File: src/sv/ple_pkg.sv
// Shared constants, types and command/status structs for the positional list engine.
package ple_pkg;

  localparam int CAPACITY = 16;
  localparam int ADDR_W   = (CAPACITY > 1) ? $clog2(CAPACITY) : 1;
  localparam int LEN_W    = $clog2(CAPACITY + 1);
  localparam int OP_W     = 3;
  localparam int POS_W    = 8;
  localparam int VAL_W    = 32;
  localparam int STAT_W   = 2;

  typedef logic [ADDR_W-1:0] addr_t;
  typedef logic [LEN_W-1:0]  len_t;
  typedef logic [OP_W-1:0]   op_t;
  typedef logic [POS_W-1:0]  pos_t;
  typedef logic [VAL_W-1:0]  val_t;
  typedef logic [STAT_W-1:0] stat_t;

  localparam op_t OP_INSERT = 3'd0;
  localparam op_t OP_DELETE = 3'd1;
  localparam op_t OP_LOCATE = 3'd2;
  localparam op_t OP_GET    = 3'd3;
  localparam op_t OP_CLEAR  = 3'd4;

  localparam stat_t ST_OK    = 2'd0;
  localparam stat_t ST_RANGE = 2'd1;
  localparam stat_t ST_FULL  = 2'd2;

  typedef struct packed {
    logic load;
    logic check;
    logic walk;
    logic tail;
    logic put;
    logic out_load;
  } ple_cmd_t;

  typedef struct packed {
    logic go_walk;
    logic go_put;
    logic walk_last;
    logic loc_hit;
    logic is_insert;
    logic out_free;
  } ple_sts_t;

endpackage

File: src/sv/positional_list_engine.sv
// Positional list engine: insert/delete/locate/get/clear on a 1-based ordered list.
// Clear, unused codes, refusals and locate on an empty list go from the check straight to the
// result; get, locate and delete walk the element RAM first; insert at the tail writes at once,
// else it shifts entries in a walk, then writes. The walk makes one element RAM access per cycle.
// The next request is taken in the cycle after a result loads, even while that result waits.
// Synchronous active-high rst empties the list and drops any pending result; RAM not cleared.
module positional_list_engine
  import ple_pkg::*;
(
  input  logic  clk,
  input  logic  rst,
  input  logic  in_valid,
  output logic  in_stall,
  input  op_t   operation,
  input  pos_t  position,
  input  val_t  value,
  output logic  out_valid,
  input  logic  out_stall,
  output stat_t status,
  output val_t  read_value,
  output pos_t  found_position,
  output pos_t  count,
  output logic  is_empty
);

  ple_cmd_t cmd;
  ple_sts_t sts;

  ple_ctrl u_ctrl (
    .clk      (clk),
    .rst      (rst),
    .in_valid (in_valid),
    .in_stall (in_stall),
    .sts      (sts),
    .cmd      (cmd)
  );

  ple_datapath u_dp (
    .clk            (clk),
    .rst            (rst),
    .cmd            (cmd),
    .sts            (sts),
    .operation      (operation),
    .position       (position),
    .value          (value),
    .out_valid      (out_valid),
    .out_stall      (out_stall),
    .status         (status),
    .read_value     (read_value),
    .found_position (found_position),
    .count          (count),
    .is_empty       (is_empty)
  );

endmodule

File: src/sv/ple_ram.sv
// Generic single-write, single-read RAM with registered read data.
module ple_ram #(
  parameter int WIDTH = 32,
  parameter int DEPTH = 16
) (
  input  logic                                        clk,
  input  logic                                        we,
  input  logic [((DEPTH > 1) ? $clog2(DEPTH) : 1)-1:0] waddr,
  input  logic [WIDTH-1:0]                            wdata,
  input  logic [((DEPTH > 1) ? $clog2(DEPTH) : 1)-1:0] raddr,
  output logic [WIDTH-1:0]                            rdata
);

  logic [WIDTH-1:0] mem [DEPTH];

  always_ff @(posedge clk) begin
    if (we) begin
      mem[waddr] <= wdata;
    end
    rdata <= mem[raddr];
  end

endmodule

File: src/sv/ple_datapath.sv
// Datapath: request registers, length count, element RAM walk and result register.
module ple_datapath
  import ple_pkg::*;
(
  input  logic     clk,
  input  logic     rst,
  input  ple_cmd_t cmd,
  output ple_sts_t sts,
  input  op_t      operation,
  input  pos_t     position,
  input  val_t     value,
  output logic     out_valid,
  input  logic     out_stall,
  output stat_t    status,
  output val_t     read_value,
  output pos_t     found_position,
  output pos_t     count,
  output logic     is_empty
);

  op_t   op_r;
  pos_t  pos_r;
  val_t  val_r;
  len_t  len;
  addr_t idx;
  addr_t prev;
  logic  pend;
  stat_t stat_r;
  val_t  rd_r;
  pos_t  found_r;

  logic  ram_we;
  addr_t ram_waddr;
  val_t  ram_wdata;
  val_t  ram_rdata;

  logic  is_ins, is_del, is_loc, is_get, is_clr;
  pos_t  len_p, pos_dec;
  len_t  len_dec;
  addr_t pos_addr, len_last;
  logic  bad_ins, bad_rd, full, ins_ok, ins_end, walking, match;

  assign is_ins = (op_r == OP_INSERT);
  assign is_del = (op_r == OP_DELETE);
  assign is_loc = (op_r == OP_LOCATE);
  assign is_get = (op_r == OP_GET);
  assign is_clr = (op_r == OP_CLEAR);

  assign len_p    = pos_t'(len);
  assign pos_dec  = pos_r - pos_t'(1);
  assign len_dec  = len - len_t'(1);
  assign pos_addr = pos_dec[ADDR_W-1:0];
  assign len_last = len_dec[ADDR_W-1:0];

  assign bad_ins = (pos_r == '0) || (pos_r > len_p + pos_t'(1));
  assign bad_rd  = (pos_r == '0) || (pos_r > len_p);
  assign full    = (len == len_t'(CAPACITY));
  assign ins_ok  = is_ins && !bad_ins && !full;
  assign ins_end = (pos_r == len_p + pos_t'(1));
  assign walking = (cmd.walk || cmd.tail) && pend;
  assign match   = (ram_rdata == val_r);

  assign sts.go_walk   = (ins_ok && !ins_end) || ((is_del || is_get) && !bad_rd) ||
                         (is_loc && (len != '0));
  assign sts.go_put    = ins_ok && ins_end;
  assign sts.walk_last = is_get || (is_ins && (idx == pos_addr)) ||
                         ((is_del || is_loc) && (idx == len_last));
  assign sts.loc_hit   = is_loc && pend && match;
  assign sts.is_insert = is_ins;
  assign sts.out_free  = !out_valid || !out_stall;

  // Insert moves entries up (read idx, write prev+1); delete moves them down
  // (write prev-1), except the first read, which is the deleted element.
  always_comb begin
    ram_we    = 1'b0;
    ram_waddr = prev - addr_t'(1);
    ram_wdata = ram_rdata;
    if (cmd.put) begin
      ram_we    = 1'b1;
      ram_waddr = pos_addr;
      ram_wdata = val_r;
    end else if (walking && is_ins) begin
      ram_we    = 1'b1;
      ram_waddr = prev + addr_t'(1);
    end else if (walking && is_del && (prev != pos_addr)) begin
      ram_we    = 1'b1;
    end
  end

  ple_ram #(
    .WIDTH (VAL_W),
    .DEPTH (CAPACITY)
  ) u_store (
    .clk   (clk),
    .we    (ram_we),
    .waddr (ram_waddr),
    .wdata (ram_wdata),
    .raddr (idx),
    .rdata (ram_rdata)
  );

  always_ff @(posedge clk) begin
    if (cmd.load) begin
      op_r  <= operation;
      pos_r <= position;
      val_r <= value;
    end
    if (cmd.check) begin
      rd_r    <= '0;
      found_r <= '0;
      if (is_ins && bad_ins) begin
        stat_r <= ST_RANGE;
      end else if (is_ins && full) begin
        stat_r <= ST_FULL;
      end else if ((is_del || is_get) && bad_rd) begin
        stat_r <= ST_RANGE;
      end else begin
        stat_r <= ST_OK;
      end
      if (is_ins) begin
        idx <= len_last;
      end else if (is_loc) begin
        idx <= '0;
      end else begin
        idx <= pos_addr;
      end
    end
    if (cmd.walk) begin
      prev <= idx;
      idx  <= is_ins ? idx - addr_t'(1) : idx + addr_t'(1);
    end
    if (walking) begin
      if (is_get || (is_del && (prev == pos_addr))) begin
        rd_r <= ram_rdata;
      end
      if (is_loc && match) begin
        found_r <= pos_t'(prev) + pos_t'(1);
      end
    end
    if (cmd.out_load) begin
      status         <= stat_r;
      read_value     <= rd_r;
      found_position <= found_r;
      count          <= len_p;
      is_empty       <= (len == '0);
    end
  end

  always_ff @(posedge clk) begin
    if (rst) begin
      len       <= '0;
      pend      <= 1'b0;
      out_valid <= 1'b0;
    end else begin
      if (cmd.check) begin
        pend <= 1'b0;
        if (is_clr) begin
          len <= '0;
        end
      end
      if (cmd.walk) begin
        pend <= 1'b1;
      end
      if (cmd.tail && is_del) begin
        len <= len_dec;
      end
      if (cmd.put) begin
        len <= len + len_t'(1);
      end
      if (cmd.out_load) begin
        out_valid <= 1'b1;
      end else if (!out_stall) begin
        out_valid <= 1'b0;
      end
    end
  end

`ifndef SYNTH
  a_len_cap: assert property (@(posedge clk) disable iff (rst)
    len <= len_t'(CAPACITY))
    else $error("list length above capacity");

  a_put_grows: assert property (@(posedge clk) disable iff (rst)
    cmd.put |=> len == $past(len) + len_t'(1))
    else $error("insert did not grow the list by one");

  a_no_overwrite: assert property (@(posedge clk) disable iff (rst)
    cmd.out_load |-> (!out_valid || !out_stall))
    else $error("result register loaded over a pending result");

  a_ins_room: assert property (@(posedge clk) disable iff (rst)
    (ram_we && is_ins) |-> !full)
    else $error("insert write while list full");
`endif

endmodule

File: src/sv/ple_ctrl.sv
// Controller: sequences check, RAM walk, final write and result transfer per request.
module ple_ctrl
  import ple_pkg::*;
(
  input  logic     clk,
  input  logic     rst,
  input  logic     in_valid,
  output logic     in_stall,
  input  ple_sts_t sts,
  output ple_cmd_t cmd
);

  typedef enum logic [5:0] {
    S_IDLE   = 6'b000001,
    S_CHECK  = 6'b000010,
    S_WALK   = 6'b000100,
    S_TAIL   = 6'b001000,
    S_PUT    = 6'b010000,
    S_FINISH = 6'b100000
  } state_t;

  state_t state, state_next;

  always_comb begin
    state_next = state;
    cmd        = '0;
    in_stall   = 1'b1;
    case (state)
      S_IDLE: begin
        in_stall = 1'b0;
        if (in_valid) begin
          cmd.load   = 1'b1;
          state_next = S_CHECK;
        end
      end
      S_CHECK: begin
        cmd.check = 1'b1;
        if (sts.go_walk) begin
          state_next = S_WALK;
        end else if (sts.go_put) begin
          state_next = S_PUT;
        end else begin
          state_next = S_FINISH;
        end
      end
      S_WALK: begin
        cmd.walk = 1'b1;
        if (sts.loc_hit) begin
          state_next = S_FINISH;
        end else if (sts.walk_last) begin
          state_next = S_TAIL;
        end
      end
      S_TAIL: begin
        cmd.tail   = 1'b1;
        state_next = sts.is_insert ? S_PUT : S_FINISH;
      end
      S_PUT: begin
        cmd.put    = 1'b1;
        state_next = S_FINISH;
      end
      S_FINISH: begin
        if (sts.out_free) begin
          cmd.out_load = 1'b1;
          state_next   = S_IDLE;
        end
      end
      default: begin
        state_next = S_IDLE;
      end
    endcase
  end

  always_ff @(posedge clk) begin
    if (rst) begin
      state <= S_IDLE;
    end else begin
      state <= state_next;
    end
  end

endmodule
File: config.mk
export PLATFORM = sky130hd
export DESIGN_NAME = positional_list_engine
export DESIGN_NICKNAME = d
export VERILOG_FILES = /design/src/sv/ple_pkg.sv /design/src/sv/positional_list_engine.sv /design/src/sv/ple_ram.sv /design/src/sv/ple_datapath.sv /design/src/sv/ple_ctrl.sv
export SDC_FILE = /design/constraint.sdc
export NUM_CORES = 1
export LEC_CHECK = 0
export BUFFER_PORTS_ARGS = -buffer_cell sky130_fd_sc_hd__buf_2
export CAP_MARGIN = 20
export CORE_MARGIN = 1.5
export CORE_UTILIZATION = 55
export DETAILED_ROUTE_END_ITERATION = 16
export PLACE_DENSITY_LB_ADDON = 0.08
export SYNTH_ARGS = -nofsm -noshare
export SYNTH_HDL_FRONTEND = slang
export SYNTH_SLANG_ARGS = --single-unit
File: constraint.sdc
create_clock -name clk -period 5.3 [get_ports clk]
set_clock_uncertainty 0.2 [all_clocks]
set_input_delay 0.795 -clock clk [delete_from_list [all_inputs] [get_ports clk]]
set_output_delay 0.795 -clock clk [all_outputs]
set_load 0.005 [all_outputs]
Word-level counts from Yosys, hierarchy flattened. Memories as Yosys holds them, arrays and structs flattened. A register that Yosys moved wholly into a read port is not among the register bits. Index checks and enable logic that the tools add are counted.

Memories: 1. Memory bits (writable): 512. Output and inout bits: 53. Bits in registers: 154.

Memory list: u_dp.u_store.mem (depth 16, width 32, read ports 1, clocked after memory_dff 1, write ports 1, RTL line ple_ram.sv:14) `logic [WIDTH-1:0] mem [DEPTH];`.

Add/subtract/negate cells: 9. Mux-type cells: 46. Reductions and logical operators: 46. Equal/unequal tests: 21. Magnitude comparators: 2.

Operators by type and width (count): 32-bit 2-to-1 mux (4); 6-bit 2-to-1 mux (7); 6-bit case mux with 6 select lines (1); 32-bit equality test (1); 4-bit 2-to-1 mux (7); 8-bit 2-to-1 mux (3); 1-bit logical AND (20); 5-bit 2-to-1 mux (4); 1-bit 2-to-1 mux (19); 4-bit equality test (3); 4-bit by 1-bit subtractor with 4-bit output (second input constant) (3); 1-bit logical OR (11); 4-bit by 1-bit adder with 4-bit output (second input constant) (2); 8-bit by 6-bit equality test with 1-bit output (1); 8-bit by 5-bit > comparator with 1-bit output (1); 8-bit by 6-bit > comparator with 1-bit output (1); 8-bit zero test (1); 5-bit by 1-bit adder with 6-bit output (second input constant) (1); 3-bit by 2-bit equality test with 1-bit output (second input constant) (2); 6-bit by 1-bit equality test with 1-bit output (second input constant) (1); 6-bit by 2-bit equality test with 1-bit output (second input constant) (1); 6-bit by 3-bit equality test with 1-bit output (second input constant) (1); 6-bit by 4-bit equality test with 1-bit output (second input constant) (1); 6-bit by 5-bit equality test with 1-bit output (second input constant) (1); other kinds (20) (27).

Depth between registers and ports, before layout.
Depth after elaboration: 11. Gate-level depth with buffers: 11.

By module. Synthesis repeated with hierarchy kept, for this count alone.

Cell total of the unflattened synthesis: 1432. Area total of the unflattened synthesis: 26864.5 um^2.

Modules (own cells, without submodules): ple_ram (cells each 838, area each 19835.3 um^2, seq. area each 16015.4 um^2, instances 1); ple_datapath (cells each 541, area each 6622.6 um^2, seq. area each 3973.8 um^2, instances 1); ple_ctrl (cells each 53, area each 406.6 um^2, seq. area each 120.1 um^2, instances 1).

Worst setup path after synthesis. No wires, ideal clock.

Path type: register to register. Start point: register u_dp.op_r[2]. End point: memory u_dp.u_store.mem[14][0] (enable). Slack: -109 ps. Setup time: 461 ps. Arrival time: 4748 ps. Path buffers: 1. Stages on the path, launching flop included: 12. Data required time: 4639 ps. Cells stage by stage: edfxtp_1 > or3_1 > clkbuf_1 > nor4b_4 > inv_1 > ha_1 > a21o_1 > a21oi_1 > xnor3_1 > a21oi_2 > nand2_1 > nor3_1.

Word-level cells in the longest chain between the ends: 8.

Ends and longest elaborated chain: from (decl) (RTL line ple_datapath.sv:21) `op_t op_r;`; from (signal assigned) (RTL line ple_datapath.sv:104) `op_r <= operation;`; 3-bit by 1-bit equality test with 1-bit output (RTL line ple_datapath.sv:44) `assign is_del = (op_r == OP_DELETE);`; 1-bit logical AND (2 in series) (RTL line ple_datapath.sv:85) `end else if (walking && is_del && (prev != pos_addr)) begin`; 1-bit 2-to-1 mux (RTL line ple_datapath.sv:85); 1-bit 2-to-1 mux (RTL line ple_datapath.sv:82) `end else if (walking && is_ins) begin`; 1-bit 2-to-1 mux (RTL line ple_datapath.sv:78) `if (cmd.put) begin`; 1-bit 2-to-1 mux (RTL line ple_ram.sv:17) `if (we) begin`; 1-bit 2-to-1 mux (implied by the code) (RTL line ple_ram.sv:18) `mem[waddr] <= wdata;`; to (decl) (RTL line ple_ram.sv:14).

Parallel ways exist; a longest one is shown, timed or not.

Final worst setup path.
Start point: register u_dp.op_r[1]. End point: memory u_dp.u_store.mem[4][15] (enable).

Same word-level chain as after synthesis.

==> reports/results.ini <==
[timing]
timing.hold.ws_ns=0.164
max_slew_margin_pct=32.6
slew_violations=0
fin_crit_ns=4.20
finalCritPeriodShare_pct=79.3
hold_violations=0
tightestPinTransition_ns=1.01
setup_viol_count_final=0
grt_setup_unrepaired=false
fmax_mhz=238

[floorplanning]
dieArea_mm2=0.0503
core_area_mm2=0.0480
dieWidth_um=224
row_count=80
die_y_um=224
ios=100
start_util_pct=56.0

[run]
cap_violations=0

[worst_setup_path]
required_ns=5.32
reg2reg_from=u_dp.op_r[1]
crit_type=flop to flop
cpLargestDelayFamily=simple AND/OR/NAND/NOR gates
rr_worst_depth=9
path_cells=or3_1 > nor4b_4 > inv_1 > fa_1 > nand2_1 > o21a_1 > nand2b_1 > nor3_4 > buf_4
rr_endpoint=u_dp.u_store.mem[4][15]
start_kind=flop
cp_max_fo=32
cp_data_arrival_time_ns=4.22
r2r_slack_ns=1.10
end_kind=flop
critPathSlowestCell=buf_4
slowest_delay_ns=0.53
critPathBufInv=2

[clock_network]
cts_max_path_buffers=3
cts.hold.buffers_added=0
tritoncts=yes
clk_pin_slew_ns=0.06
cts_root_buf=clkbuf_16
postCtsResizedCells=0
numClockSinks=698
cts_made_buffers=71
clkLatencyLatePin_ns=0.60
post_cts_buffers=0
htreeDepth=3

[synth]
synth_ff_type=edfxtp_1
ys_seq_elements=698
yosysWarnings=0
synth_edf_count=613
syn_avg_cell_area_um2=18.8
synth_top_area_cell=edfxtp_1
ys_seq_area_share_pct=74.7
synth_area_mm2=0.0269
ys_types=57
synth_top_area_share_pct=68.4
syn_inst=1431
synthArstFlopShare_pct=0
yosys-top-cells-area=edfxtp_1 (68%), mux4_2 (13%), dfxtp_1 (6.3%), nand2_1 (2.6%), ha_1 (0.93%)

[global_routing]
antenna_found_initial=2
first_global_vias=13700
overflow=0
grt_use_total_pct=24.3
grt_pass1_wl_mm=88.6
grt_max_degree=92

[cells_and_area]
n_antenna_cell=0
nNetsFinal=1640
regArea_mm2=0.0201
filler_cell_count=3341
drive_gt1_share_pct=26.0
multiInputGateArea_mm2=0.00661
fin_util_pct=63.6
syn_to_final_growth_pct=13.6

[pwr]
p_leak_nw=10.1
vdd_drop_max_mv=0.270
power_density_mw_per_mm2=366

[status]
status=finished clean

[drt]
drc_errors=0
dr.first_iter.drc_count=1516
first_pass_iters=5
drtAntennaViolNets=0
wirelength_mm=59.3
vias=13600
wl_per_cell_um=26.4
vias_per_cell=6.08

[worst_hold_path]
holdPathStages=1
holdPathEnd=u_dp.val_r[18]
hold_path_class=input port to flop
hp-start=value[18]

[place]
detailed_place_hpwl_mm=35.3
gp_congestion=0.810
port_buffers=96

-- registers in the layout, indices dropped and copies added, names as in the netlist --
register	flops
u_dp.op_r	3
u_dp.is_empty	1
u_dp.pos_r	8
u_dp.val_r	32
u_dp.prev	4
u_dp.idx	4
u_dp.u_store.mem	512
u_dp.count	5
u_dp.rd_r	32
u_dp.read_value	32
u_dp.stat_r	2
u_dp.pend	1
u_dp.u_store.rdata	32
u_dp.found_r	8
u_ctrl.state	6
u_dp.status	2
u_dp.out_valid	1
u_dp.len	5
u_dp.found_position	8
-- report_power, final --
part,leakage (nW),switching (mW),internal [mW]
combinational,2.77,0.223,0.130
clock,1.09,2.02,2.76
sequential,6.19,0.0480,6.01
-- layout by cell type (no fill, tap or decap), types with 4 or more instances in the layout --
master and n:
clkbuf_16 74, clkinv_2 14, nand4_1 6, dfxtp_1 85, buf_2 96, buf_4 32
nor2b_1 5, a21oi_1 15, xor2_1 28, xnor2_1 27, nor3_2 13, nand3b_1 5
edfxtp_1 613, nor4_1 9, nor2_1 24, inv_6 4, nand2_1 184, inv_1 16
or4_1 4, clkinv_1 9, a211oi_1 4, ha_1 20, and3_1 6, mux4_2 160
nand3_1 14, a21o_1 4, nor3_1 11, clkbuf_1 20, o21ai_0 45, nand2b_1 9
-- cell type report --
| cell class | count | area share [%] |
|---|---|---|
| Tap cell | 615 | 2.52 |
| Clock buffer | 97 | 6.44 |
| Sequential cell | 698 | 65.8 |
| Clock inverter | 33 | 0.843 |
| Timing Repair Buffer | 133 | 2.63 |
| Multi-Input combinational cell | 650 | 21.6 |
| Inverter | 17 | 0.209 |
-- cell families (layout without fill, tap and decap cells) --
logic type	Yosys count	count (layout)	synth area share [%]
buffers and inverters	85	280	1.27
adder cells (fa/ha/maj)	22	22	1.08
AO/OA/AOI/OAI	92	92	2.04
multiplexers	161	161	13.4
flip-flops	698	698	74.7
XOR/XNOR	58	58	2.04
AND/OR/NAND/NOR	314	314	5.43
other	1	3	0.0139
-- Yosys cell counts (2+ instances only) --
library cell and number:
inv_1 16, a31oi_1 3, nor2b_1 6, a311oi_1 3, o22ai_1 3, and3_1 6, nand3_1 14, nand2b_1 9
ha_1 20, nor3_1 27, a221oi_1 3, fa_1 2, o21ai_0 45, clkbuf_1 42, buf_4 3, nand4b_1 2
xor2_1 28, o21a_1 3, or4_1 4, a211oi_1 4, xnor3_1 3, nor4_1 9, nand4_1 6, a21oi_1 16
nor2_1 25, a21o_1 4, buf_2 9, mux4_2 160, nor4b_1 3, and4_1 3, or2_2 2, edfxtp_1 613
xnor2_1 27, dfxtp_1 85, buf_1 14, nand3b_1 5, nand2_1 184
-- how the worst max path moves through the flow --
stage	to	slack (ns)	from	depth (start not counted)
after floorplan	u_dp.u_store.mem[14][0]	-0.11	u_dp.op_r[2]	11
after global placement	u_dp.u_store.mem[5][14]	1.23	u_dp.pos_r[0]	9
after detailed placement	u_dp.u_store.mem[5][14]	1.06	u_dp.pos_r[0]	9
after CTS	u_dp.u_store.mem[5][14]	1.0	u_dp.pos_r[0]	9
after global routing	u_dp.u_store.mem[4][15]	0.89	u_dp.op_r[1]	9
final	u_dp.u_store.mem[4][15]	1.10	u_dp.op_r[1]	9
-- per-stage QoR --
stage	TNS (ns)	power (mW)	setup slack (ns)	std cells	cell area [um2]
after detailed placement	0	6.53	1.06	2111	28300
final	0	11.2	1.10	2243	30600
after global routing	0	11.5	0.895	2243	30600
after global placement	0	6.52	1.23	2110	28300
after floorplan	-26.09	6.38	-0.109	1433	26900
after CTS	0	11.3	0.998	2241	30600
-- worst register-to-register path: stages, from the launching register on --
cell      delay (ns)
edfxtp_1        0.50
or3_1           0.52
nor4b_4         0.35
inv_1           0.14
fa_1            0.44
nand2_1         0.09
o21a_1          0.46
nand2b_1        0.32
nor3_4          0.22
buf_4           0.53
-- routing by layer --
metal,wire length (um),GRT usage (%)
met4,1110,7.06
met5,0,0
met2,28400,38.3
met1,26000,35.8
met3,3760,3.84
No activity file was read; power rests on OpenSTA's default activity.
